$ cat src/rtl/core/pwa_pkg.sv
// shared constants, types and helper functions for the polygon winding-angle inside test
// used by every module of the block, no dependencies
`default_nettype none

package pwa_pkg;

	localparam int MAX_CORNERS  = 64;
	localparam int COORD_BITS   = 16;
	localparam int CORDIC_STEPS = 16;

	localparam int AW       = $clog2(MAX_CORNERS);
	localparam int SLOT_W   = 6;
	localparam int VCOUNT_W = 7;
	localparam int CFG_W    = COORD_BITS;
	localparam int CFG_IDX_W = 2;

	// pixel sum keeps its carry, corner minus pixel one more bit
	localparam int PIX_W  = COORD_BITS + 1;
	localparam int DIFF_W = COORD_BITS + 2;
	// scaled vector plus cordic gain and turn headroom
	localparam int CW     = DIFF_W + CORDIC_STEPS + 3;
	localparam int CNT_W  = $clog2(CORDIC_STEPS);

	localparam int ANG_W       = 16;
	localparam int ANG_PI      = 32768;
	localparam int ATAN_LEN    = 24;
	localparam int ATAN_IDX_W  = 5;
	localparam int SUM_W       = $clog2(MAX_CORNERS + 1) + ANG_W + 1;

	localparam logic [ANG_W-1:0] ANG_HALF_PI = 16'h4000;
	localparam logic [ANG_W-1:0] ANG_NEG_HALF_PI = 16'hC000;
	localparam logic [ANG_W-1:0] ANG_PI_CODE = 16'h8000;

	localparam logic [VCOUNT_W-1:0] VCOUNT_MIN = 7'd3;
	localparam logic [VCOUNT_W-1:0] VCOUNT_RST = 7'd3;

	localparam logic [CFG_IDX_W-1:0] REG_VERTEX_COUNT = 2'd0;
	localparam logic [CFG_IDX_W-1:0] REG_OFFSET_X     = 2'd1;
	localparam logic [CFG_IDX_W-1:0] REG_OFFSET_Y     = 2'd2;

	localparam logic KIND_VERTEX = 1'b0;
	localparam logic KIND_TEST   = 1'b1;

	typedef struct packed {
		logic                     start;
		logic signed [PIX_W-1:0]  px;
		logic signed [PIX_W-1:0]  py;
		logic [AW-1:0]            last_idx;
	} test_req_t;

	typedef struct packed {
		logic                     start;
		logic signed [DIFF_W-1:0] dx;
		logic signed [DIFF_W-1:0] dy;
	} cordic_req_t;

	typedef struct packed {
		logic             done;
		logic [ANG_W-1:0] angle;
	} cordic_rsp_t;

	// arctangent of 2^-i in binary angle units, rounded to nearest
	function automatic logic [ANG_W-1:0] atan_lut(input logic [ATAN_IDX_W-1:0] i);
		logic [ANG_W-1:0] r;
		unique case (i)
			5'd0:  r = 16'd8192;
			5'd1:  r = 16'd4836;
			5'd2:  r = 16'd2555;
			5'd3:  r = 16'd1297;
			5'd4:  r = 16'd651;
			5'd5:  r = 16'd326;
			5'd6:  r = 16'd163;
			5'd7:  r = 16'd81;
			5'd8:  r = 16'd41;
			5'd9:  r = 16'd20;
			5'd10: r = 16'd10;
			5'd11: r = 16'd5;
			5'd12: r = 16'd3;
			5'd13: r = 16'd1;
			5'd14: r = 16'd1;
			default: r = '0;
		endcase
		return r;
	endfunction

	// angle difference mod 2^16 taken into (-pi, pi]
	function automatic logic signed [ANG_W:0] wrap_diff(input logic [ANG_W-1:0] d);
		logic signed [ANG_W:0] r;
		if (d == ANG_PI_CODE) begin
			r = $signed({1'b0, d});
		end else begin
			r = $signed({d[ANG_W-1], d});
		end
		return r;
	endfunction

endpackage

`default_nettype wire

$ cat src/rtl/core/polygon_winding_angle_inside_test_top.sv
// a test item runs every corner in use through a table read, a load step,
// 16 cordic micro-rotations and one accumulate, all on the one shared cordic
// a test item keeps the input stalled until its result enters the output register;
// next item may enter as out_valid rises; when idle, a vertex item is taken every cycle
// reset clears the registers to vertex_count 3 and zero offsets and empties the output;
// the corner table is not cleared and must be written before it is tested against
`default_nettype none

module polygon_winding_angle_inside_test_top (
	input  wire logic                                   clk,
	input  wire logic                                   arst_n,
	input  wire logic                                   cfg_we,
	input  wire logic [pwa_pkg::CFG_IDX_W-1:0]          cfg_index,
	input  wire logic [pwa_pkg::CFG_W-1:0]              cfg_data,
	input  wire logic                                   in_valid,
	output logic                                        in_stall,
	input  wire logic                                   kind,
	input  wire logic [pwa_pkg::SLOT_W-1:0]             vertex_slot,
	input  wire logic signed [pwa_pkg::COORD_BITS-1:0]  pos_x,
	input  wire logic signed [pwa_pkg::COORD_BITS-1:0]  pos_y,
	output logic                                        out_valid,
	input  wire logic                                   out_stall,
	output logic                                        inside_res
);

	logic [pwa_pkg::VCOUNT_W-1:0]              vertex_count_q;
	logic signed [pwa_pkg::COORD_BITS-1:0]     offset_x_q, offset_y_q;
	logic                                      out_valid_q, inside_q;

	logic                                      accept, busy, wr_en, rd_en;
	logic [pwa_pkg::AW-1:0]                    rd_addr, last_idx;
	logic signed [pwa_pkg::COORD_BITS-1:0]     rx, ry;
	pwa_pkg::test_req_t                        test;
	pwa_pkg::cordic_req_t                      creq;
	pwa_pkg::cordic_rsp_t                      crsp;
	logic                                      res_load, res_inside, out_hold;

	always_ff @(posedge clk or negedge arst_n) begin
		if (!arst_n) begin
			vertex_count_q <= pwa_pkg::VCOUNT_RST;
			offset_x_q     <= '0;
			offset_y_q     <= '0;
		end else if (cfg_we) begin
			unique case (cfg_index)
				pwa_pkg::REG_VERTEX_COUNT: vertex_count_q <= cfg_data[pwa_pkg::VCOUNT_W-1:0];
				pwa_pkg::REG_OFFSET_X:     offset_x_q <= $signed(cfg_data[pwa_pkg::COORD_BITS-1:0]);
				pwa_pkg::REG_OFFSET_Y:     offset_y_q <= $signed(cfg_data[pwa_pkg::COORD_BITS-1:0]);
				default: ;
			endcase
		end
	end

	assign in_stall = busy;
	assign accept   = in_valid && !in_stall;
	assign wr_en    = accept && (kind == pwa_pkg::KIND_VERTEX)
	                  && (int'(vertex_slot) < pwa_pkg::MAX_CORNERS);

	// corner count clamped to 3..64, kept as index of the last corner
	always_comb begin
		priority if (vertex_count_q < pwa_pkg::VCOUNT_MIN) begin
			last_idx = pwa_pkg::AW'(pwa_pkg::VCOUNT_MIN - 7'd1);
		end else if (int'(vertex_count_q) > pwa_pkg::MAX_CORNERS) begin
			last_idx = pwa_pkg::AW'(pwa_pkg::MAX_CORNERS - 1);
		end else begin
			last_idx = pwa_pkg::AW'(vertex_count_q - 7'd1);
		end
	end

	assign test.start    = accept && (kind == pwa_pkg::KIND_TEST);
	assign test.px       = pwa_pkg::PIX_W'(pos_x) + pwa_pkg::PIX_W'(offset_x_q);
	assign test.py       = pwa_pkg::PIX_W'(pos_y) + pwa_pkg::PIX_W'(offset_y_q);
	assign test.last_idx = last_idx;

	pwa_corner_ram u_ram (
		.clk   (clk),
		.we    (wr_en),
		.waddr (pwa_pkg::AW'(vertex_slot)),
		.wx    (pos_x),
		.wy    (pos_y),
		.re    (rd_en),
		.raddr (rd_addr),
		.rx    (rx),
		.ry    (ry)
	);

	pwa_cordic u_cordic (
		.clk    (clk),
		.arst_n (arst_n),
		.req    (creq),
		.rsp    (crsp)
	);

	pwa_ctrl u_ctrl (
		.clk        (clk),
		.arst_n     (arst_n),
		.test       (test),
		.corner_x   (rx),
		.corner_y   (ry),
		.crsp       (crsp),
		.out_hold   (out_hold),
		.busy       (busy),
		.rd_en      (rd_en),
		.rd_addr    (rd_addr),
		.creq       (creq),
		.res_load   (res_load),
		.res_inside (res_inside)
	);

	// output register frees the sequencer while the item waits downstream
	assign out_hold = out_valid_q && out_stall;

	always_ff @(posedge clk or negedge arst_n) begin
		if (!arst_n) begin
			out_valid_q <= 1'b0;
		end else begin
			out_valid_q <= res_load || out_hold;
		end
	end

	always_ff @(posedge clk) begin
		if (res_load) begin
			inside_q <= res_inside;
		end
	end

	assign out_valid  = out_valid_q;
	assign inside_res = inside_q;

endmodule

`default_nettype wire

$ cat src/rtl/core/pwa_corner_ram.sv
// corner table: one write port, one registered read port, x and y side by side
// depends on pwa_pkg
`default_nettype none

module pwa_corner_ram (
	input  wire logic                              clk,
	input  wire logic                              we,
	input  wire logic [pwa_pkg::AW-1:0]            waddr,
	input  wire logic signed [pwa_pkg::COORD_BITS-1:0] wx,
	input  wire logic signed [pwa_pkg::COORD_BITS-1:0] wy,
	input  wire logic                              re,
	input  wire logic [pwa_pkg::AW-1:0]            raddr,
	output logic signed [pwa_pkg::COORD_BITS-1:0]  rx,
	output logic signed [pwa_pkg::COORD_BITS-1:0]  ry
);

	logic [2*pwa_pkg::COORD_BITS-1:0] mem_q [pwa_pkg::MAX_CORNERS];
	logic [2*pwa_pkg::COORD_BITS-1:0] rd_data_q;

	always_ff @(posedge clk) begin
		if (we) begin
			mem_q[waddr] <= {wx, wy};
		end
	end

	always_ff @(posedge clk) begin
		if (re) begin
			rd_data_q <= mem_q[raddr];
		end
	end

	assign rx = $signed(rd_data_q[2*pwa_pkg::COORD_BITS-1:pwa_pkg::COORD_BITS]);
	assign ry = $signed(rd_data_q[pwa_pkg::COORD_BITS-1:0]);

endmodule

`default_nettype wire

$ cat src/rtl/core/pwa_cordic.sv
// iterative vectoring cordic: binary angle of one vector, one micro-rotation per cycle
// depends on pwa_pkg
`default_nettype none

module pwa_cordic (
	input  wire logic                 clk,
	input  wire logic                 arst_n,
	input  wire pwa_pkg::cordic_req_t req,
	output pwa_pkg::cordic_rsp_t      rsp
);

	logic signed [pwa_pkg::CW-1:0] x_q, y_q;
	logic [pwa_pkg::ANG_W-1:0]     z_q;
	logic                          zero_q;
	logic [pwa_pkg::CNT_W-1:0]     cnt_q;
	logic                          busy_q;
	logic                          done_q;

	logic signed [pwa_pkg::CW-1:0] sx, sy;
	logic signed [pwa_pkg::CW-1:0] x0, y0;
	logic [pwa_pkg::ANG_W-1:0]     z0;
	logic signed [pwa_pkg::CW-1:0] xs, ys, x_nx, y_nx;
	logic [pwa_pkg::ANG_W-1:0]     z_nx, step_ang;
	logic                          last_step;

	// scale and pre-turn left half plane vectors by a quarter turn
	always_comb begin
		sx = pwa_pkg::CW'($signed(req.dx)) <<< pwa_pkg::CORDIC_STEPS;
		sy = pwa_pkg::CW'($signed(req.dy)) <<< pwa_pkg::CORDIC_STEPS;
		x0 = sx;
		y0 = sy;
		z0 = '0;
		if (sx < 0) begin
			if (sy >= 0) begin
				x0 = sy;
				y0 = -sx;
				z0 = pwa_pkg::ANG_HALF_PI;
			end else begin
				x0 = -sy;
				y0 = sx;
				z0 = pwa_pkg::ANG_NEG_HALF_PI;
			end
		end
	end

	// arithmetic shift floors, as the angle definition requires
	always_comb begin
		xs = x_q >>> cnt_q;
		ys = y_q >>> cnt_q;
		step_ang = pwa_pkg::atan_lut(pwa_pkg::ATAN_IDX_W'(cnt_q));
		if (y_q < 0) begin
			x_nx = x_q - ys;
			y_nx = y_q + xs;
			z_nx = z_q - step_ang;
		end else begin
			x_nx = x_q + ys;
			y_nx = y_q - xs;
			z_nx = z_q + step_ang;
		end
	end

	assign last_step = (cnt_q == pwa_pkg::CNT_W'(pwa_pkg::CORDIC_STEPS - 1));

	always_ff @(posedge clk or negedge arst_n) begin
		if (!arst_n) begin
			busy_q <= 1'b0;
			done_q <= 1'b0;
			cnt_q  <= '0;
		end else begin
			done_q <= busy_q & last_step;
			if (req.start) begin
				busy_q <= 1'b1;
				cnt_q  <= '0;
			end else if (busy_q) begin
				cnt_q <= cnt_q + 1'b1;
				if (last_step) begin
					busy_q <= 1'b0;
				end
			end
		end
	end

	always_ff @(posedge clk) begin
		if (req.start) begin
			x_q    <= x0;
			y_q    <= y0;
			z_q    <= z0;
			zero_q <= (req.dx == '0) && (req.dy == '0);
		end else if (busy_q) begin
			x_q <= x_nx;
			y_q <= y_nx;
			z_q <= z_nx;
		end
	end

	assign rsp.done  = done_q;
	assign rsp.angle = zero_q ? '0 : z_q;

endmodule

`default_nettype wire

$ cat src/rtl/core/pwa_ctrl.sv
// sequencer: walks the corners, feeds the cordic and sums wrapped angle steps
// depends on pwa_pkg
`default_nettype none

module pwa_ctrl (
	input  wire logic                       clk,
	input  wire logic                       arst_n,
	input  wire pwa_pkg::test_req_t         test,
	input  wire logic signed [pwa_pkg::COORD_BITS-1:0] corner_x,
	input  wire logic signed [pwa_pkg::COORD_BITS-1:0] corner_y,
	input  wire pwa_pkg::cordic_rsp_t       crsp,
	input  wire logic                       out_hold,
	output logic                            busy,
	output logic                            rd_en,
	output logic [pwa_pkg::AW-1:0]          rd_addr,
	output pwa_pkg::cordic_req_t            creq,
	output logic                            res_load,
	output logic                            res_inside
);

	localparam logic [2:0] ST_IDLE  = 3'd0;
	localparam logic [2:0] ST_READ  = 3'd1;
	localparam logic [2:0] ST_LOAD  = 3'd2;
	localparam logic [2:0] ST_RUN   = 3'd3;
	localparam logic [2:0] ST_CLOSE = 3'd4;

	localparam logic signed [pwa_pkg::SUM_W-1:0] PI_SUM = pwa_pkg::SUM_W'(pwa_pkg::ANG_PI);

	logic [2:0]                           state_q;
	logic [pwa_pkg::AW-1:0]               idx_q, last_q;
	logic signed [pwa_pkg::PIX_W-1:0]     px_q, py_q;
	logic [pwa_pkg::ANG_W-1:0]            first_q, prev_q;
	logic signed [pwa_pkg::SUM_W-1:0]     sum_q;

	logic signed [pwa_pkg::SUM_W-1:0]     step_add, close_total;
	logic [pwa_pkg::ANG_W-1:0]            step_d, close_d;

	assign busy    = (state_q != ST_IDLE);
	assign rd_en   = (state_q == ST_READ);
	assign rd_addr = idx_q;

	assign creq.start = (state_q == ST_LOAD);
	assign creq.dx    = pwa_pkg::DIFF_W'($signed(corner_x)) - pwa_pkg::DIFF_W'(px_q);
	assign creq.dy    = pwa_pkg::DIFF_W'($signed(corner_y)) - pwa_pkg::DIFF_W'(py_q);

	always_comb begin
		step_d      = crsp.angle - prev_q;
		step_add    = sum_q + pwa_pkg::SUM_W'(pwa_pkg::wrap_diff(step_d));
		// closing edge runs from the last corner back to corner zero
		close_d     = first_q - prev_q;
		close_total = sum_q + pwa_pkg::SUM_W'(pwa_pkg::wrap_diff(close_d));
	end

	assign res_load   = (state_q == ST_CLOSE) && !out_hold;
	assign res_inside = (close_total >= PI_SUM) || (close_total <= -PI_SUM);

	always_ff @(posedge clk or negedge arst_n) begin
		if (!arst_n) begin
			state_q <= ST_IDLE;
			idx_q   <= '0;
		end else begin
			unique case (state_q)
				ST_IDLE: begin
					if (test.start) begin
						state_q <= ST_READ;
						idx_q   <= '0;
					end
				end
				ST_READ: begin
					state_q <= ST_LOAD;
				end
				ST_LOAD: begin
					state_q <= ST_RUN;
				end
				ST_RUN: begin
					if (crsp.done) begin
						if (idx_q == last_q) begin
							state_q <= ST_CLOSE;
						end else begin
							idx_q   <= idx_q + 1'b1;
							state_q <= ST_READ;
						end
					end
				end
				ST_CLOSE: begin
					if (!out_hold) begin
						state_q <= ST_IDLE;
					end
				end
				default: begin
					state_q <= ST_IDLE;
				end
			endcase
		end
	end

	always_ff @(posedge clk) begin
		if ((state_q == ST_IDLE) && test.start) begin
			px_q   <= test.px;
			py_q   <= test.py;
			last_q <= test.last_idx;
			sum_q  <= '0;
		end else if ((state_q == ST_RUN) && crsp.done) begin
			prev_q <= crsp.angle;
			if (idx_q == '0) begin
				first_q <= crsp.angle;
			end else begin
				sum_q <= step_add;
			end
		end
	end

endmodule

`default_nettype wire

$ cat config.mk
export PLATFORM = sky130hd
export DESIGN_NAME = polygon_winding_angle_inside_test_top
export DESIGN_NICKNAME = d
export VERILOG_FILES = /design/src/rtl/core/pwa_pkg.sv /design/src/rtl/core/polygon_winding_angle_inside_test_top.sv /design/src/rtl/core/pwa_corner_ram.sv /design/src/rtl/core/pwa_cordic.sv /design/src/rtl/core/pwa_ctrl.sv
export SDC_FILE = /design/constraint.sdc
export NUM_CORES = 2
export LEC_CHECK = 0
export CAP_MARGIN = 20
export CORE_ASPECT_RATIO = 2
export CORE_MARGIN = 2
export CORE_UTILIZATION = 51
export CTS_CLUSTER_DIAMETER = 80
export DETAILED_ROUTE_END_ITERATION = 10
export DONT_BUFFER_PORTS = 1
export GPL_ROUTABILITY_DRIVEN = 0
export MAX_ROUTING_LAYER = met4
export PLACE_DENSITY = 0.72
export SLEW_MARGIN = 30
export SYNTH_ARGS = -nofsm -noshare
export SYNTH_HDL_FRONTEND = slang
export SYNTH_SLANG_ARGS = --single-unit
$ cat constraint.sdc
create_clock -name clk -period 8.5 [get_ports clk]
set_clock_uncertainty 0.15 [all_clocks]
set_input_delay 0.85 -clock clk [delete_from_list [all_inputs] [get_ports clk]]
set_output_delay 0.85 -clock clk [all_outputs]
set_load 0.01 [all_outputs]
==> flow_metrics.py <==
metrics = {
    "grt": {
        "grt_pass1_wl_um": 420000,
        "grt_overflow_total": 0,
        "grtUsageTotal": 0.285,
        "grt_pass1_vias": 61100,
        "antenna_found_initial": 17,
        "grt_max_degree": 126,
    },
    "cells_and_area": {
        "syn2layout_area_growth_pct": 10.9,
        "final_layout_size_suffix_gt1_frac": 0.221,
        "fin_nets": 6465,
    },
    "cts": {
        "cts_root_buf": "clkbuf_16",
        "clk_latency_ns": 0.87,
        "cts_resized": 0,
        "cts.sinks": 2323,
        "path_clk_slew_ns": 0.07,
        "clockBufferDepth": 4,
        "h-tree-depth": 4,
        "cts_buffers": 195,
        "cts_tree": "built",
    },
    "setup_path": {
        "cp_max_fo": 37,
        "cp-end-kind": "flip-flop",
        "critPathKind": "flip-flop to flip-flop",
        "arrival_ns": 7.57,
        "crit_required_ns": 8.94,
        "critPathLaunchType": "flip-flop",
    },
    "logic_synthesis": {
        "yosys.area_share.simple": 0.0460,
        "syn-num-nets": 6355,
        "muxShareOfSynthArea": 0.174,
        "synthDistinctLibCells": 98,
        "ys.flop_type": "edfxtp_1",
        "synth_top_family_by_area": "multiplexers",
        "syn_avg_cell_area_um2": 17.5,
        "synth.yosys.seq_area_share": 0.657,
        "ys_ff_latch": 2323,
        "synth_xor_area_frac": 0.0221,
        "netlist_instances": 6038,
        "synth_compound_area_frac": 0.0544,
        "synthArstFlopShare": 0.0237,
        "netlist_area_um2": 105000,
        "synth_fa_ha_area_frac": 0.0311,
        "synth_edf_count": 2244,
        "yosys_warnings": 0,
    },
    "sta": {
        "fmax_ghz": 0.140,
        "final_max_slew_viol_count": 0,
        "max_slew_margin": 0.271,
        "min_period_ns": 7.13,
        "fin_crit_sh": 0.839,
        "hold_viol_final": 0,
        "tightest_slew_ns": 1.08,
        "fin_setup_tns_ns": 0,
        "setup_viol_count_final": 0,
        "rsz0062_at_grt": "false",
    },
    "power": {
        "power_uw": 44300,
        "p_per_area_nw_per_um2": 379,
        "p_leak_uw": 0.0377,
        "vdd_drop_max_uv": 480,
    },
    "floorplan": {
        "dieArea_um2": 211000,
        "die_h_um": 647,
        "initial_utilization": 0.511,
        "std_cell_rows": 236,
        "io_pins": 65,
        "die_w_um": 325,
        "core_um2": 206000,
    },
    "placed_design": {
        "hpwl_um": 175000,
        "io_buffers": 0,
    },
    "detailed_routing": {
        "final_antenna_net_count": 0,
        "wl_per_cell_um": 32.2,
        "first_pass_iters": 6,
        "drt_iter0_markers": 6490,
        "route.detailed.drc": 0,
        "wl_um": 291000,
        "vias_per_cell": 6.57,
        "routed-via-count": 59500,
    },
    "outcome": {
        "status": "completed",
    },
    "worst_hold_path": {
        "holdCritPathClass": "input pin to flip-flop",
    },
    "run": {
        "drv_cap": 0,
    },
}
## where the power goes
part / internal [uW] / switching [uW]
Clock: 4970 / 4080
Sequential: 13700 / 1050
Combinational: 9330 / 11200
## path summary, 6_finish.rpt
kind	from	to	slack (ns)	cells after the start
min in group asynchronous	arst_n	u_cordic.cnt_q[3]$_DFFE_PN0P_	0.46	2
min reg2reg	u_ctrl.sum_q[0]$_SDFFE_PP0P_	u_ctrl.sum_q[0]$_SDFFE_PP0P_	0.33	2
max reg2reg	u_cordic.cnt_q[1]$_DFFE_PN0P_	u_cordic.y_q[34]$_DFFE_PP_	1.37	21
min	cfg_data[4]	offset_x_q[4]$_DFFE_PN0P_	0.04	1
max	u_cordic.cnt_q[1]$_DFFE_PN0P_	u_cordic.y_q[34]$_DFFE_PP_	1.37	21
max in group asynchronous	arst_n	u_ctrl.rd_addr[0]$_DFFE_PN0P_	7.39	2
## cells in the mapped netlist, types with 13 or more instances
library cell     n  area, um2
edfxtp_1      2244      67400
mux4_2         749      16900
nor2_1         320       1200
ha_1           244       3050
a21oi_1        241       1210
nand2_1        236        886
o21ai_0        176        881
clkbuf_1       175        657
xnor2_1        168       1470
inv_1          163        612
xor2_1          98        858
a21o_1          84        631
mux2_2          75        845
nor3_1          73        365
buf_1           67        251
nor2b_1         61        382
mux2i_1         57        571
a31oi_1         53        332
dfrtp_1         53       1330
nand3_1         53        265
o21a_1          52        390
a211oi_1        49        368
and2_1          35        219
and3_1          32        200
o21bai_1        28        210
nand4_1         25        156
or3_1           25        156
dfxtp_1         24        480
o211ai_1        24        180
nand2b_1        22        138
buf_2           19       95.1
o31ai_1         19        143
or2_2           19        119
o22ai_1         17        106
nand3b_1        14        105
nor4_1          13       81.3
## worst max-delay path: stages (launching register included)
cell and delay (ns):
dfrtp_4 0.74, buf_12 0.31, buf_4 0.44, mux4_2 0.64
mux2i_1 0.20, mux2i_1 0.15, nor3_1 0.28, nand2b_1 0.22
nor4_2 0.70, a21oi_1 0.18, xnor2_1 0.16, ha_1 0.37
and4_1 0.28, nand2_1 0.09, nor2_1 0.11, o211ai_1 0.16
and3_1 0.21, o21a_1 0.24, a21oi_1 0.37, o21ai_0 0.25
o2111a_1 0.30, a221o_1 0.27
## registers in the layout, summed over array words and instances (netlist names), 3 cells and up
signal           cells
u_cordic.z_q        16
u_ctrl.prev_q       16
u_ctrl.first_q      16
u_ctrl.rd_addr       6
vertex_count_q       7
u_cordic.cnt_q       4
u_ram.mem_q       2048
u_ctrl.px_q         17
u_ctrl.state_q       3
u_ctrl.last_q        6
u_ctrl.sum_q        24
offset_y_q          16
u_ctrl.py_q         17
u_cordic.y_q        37
u_cordic.x_q        37
u_ram.rd_data_q     32
offset_x_q          16
## area by class of cell
type	count	area (um2)
multi-input combinational	3281	35000
antenna	26	65.1
timing repair buffer	181	2160
fill	15300	89300
clock inverter	118	1210
sequential	2323	69300
clock buffer	229	5070
inverter	166	623
tap	2737	3420
## routing by layer
| layer | global-route usage | up-vias | part of all wire |
|---|---|---|---|
| met5 | - | - | 0 |
| met4 | 0.173 | 0 | 0.074 |
| met3 | 0.0436 | 930 | 0.072 |
| met2 | 0.504 | 3003 | 0.53 |
| met1 | 0.298 | 30800 | 0.32 |
| li1 | - | 24800 | - |
## logic make-up after synthesis
kind of cell               after synthesis
adders and majority gates              255
xor gates and xnor gates               266
DFF                                   2323
muxes                                  882
and+or+nand+nor                        989
buffers and inverters                  434
AOI/OAI and AO/OA                      889
## placed cells by master, fill, tap and decap left out, types with 30 or more instances in the layout
master / netlist / routed
edfxtp_1: 2244 / 2244
mux4_2: 749 / 749
nor2_1: 320 / 255
ha_1: 244 / 244
a21oi_1: 241 / 240
nand2_1: 236 / 234
clkbuf_16: 0 / 197
o21ai_0: 176 / 175
xnor2_1: 168 / 168
inv_1: 163 / 161
buf_4: 6 / 103
xor2_1: 98 / 98
a21o_1: 84 / 84
mux2_2: 75 / 75
nor3_1: 73 / 73
nor2_4: 0 / 64
nor2b_1: 61 / 61
mux2i_1: 57 / 57
a31oi_1: 53 / 53
nand3_1: 53 / 53
o21a_1: 52 / 52
a211oi_1: 49 / 47
dfrtp_1: 53 / 43
clkinv_1: 1 / 41
and2_1: 35 / 35
and3_1: 32 / 32
clkbuf_1: 175 / 30
dlygate4sd3_1: 0 / 30
## through the flow
stage	instance area (um2)	std cells	hold slack [ns]	util	worst slack, ns
floorplan	105000	6038	0.299	-	2.66
global placement	109000	8621	0.312	0.530	1.43
detailed placement	109000	8623	0.326	0.531	1.44
CTS	117000	9034	0.00438	0.566	1.38
global route	117000	9049	0.0262	0.567	1.03
finish	117000	9061	0.0411	0.567	1.37
## repair_timing
item | in CTS | in global routing
endpoints found under the hold margin | 2031 | 0
setup buffers | 0 | 0
hold buffers | 64 | 0
Power figures use the tool's default switching activity.
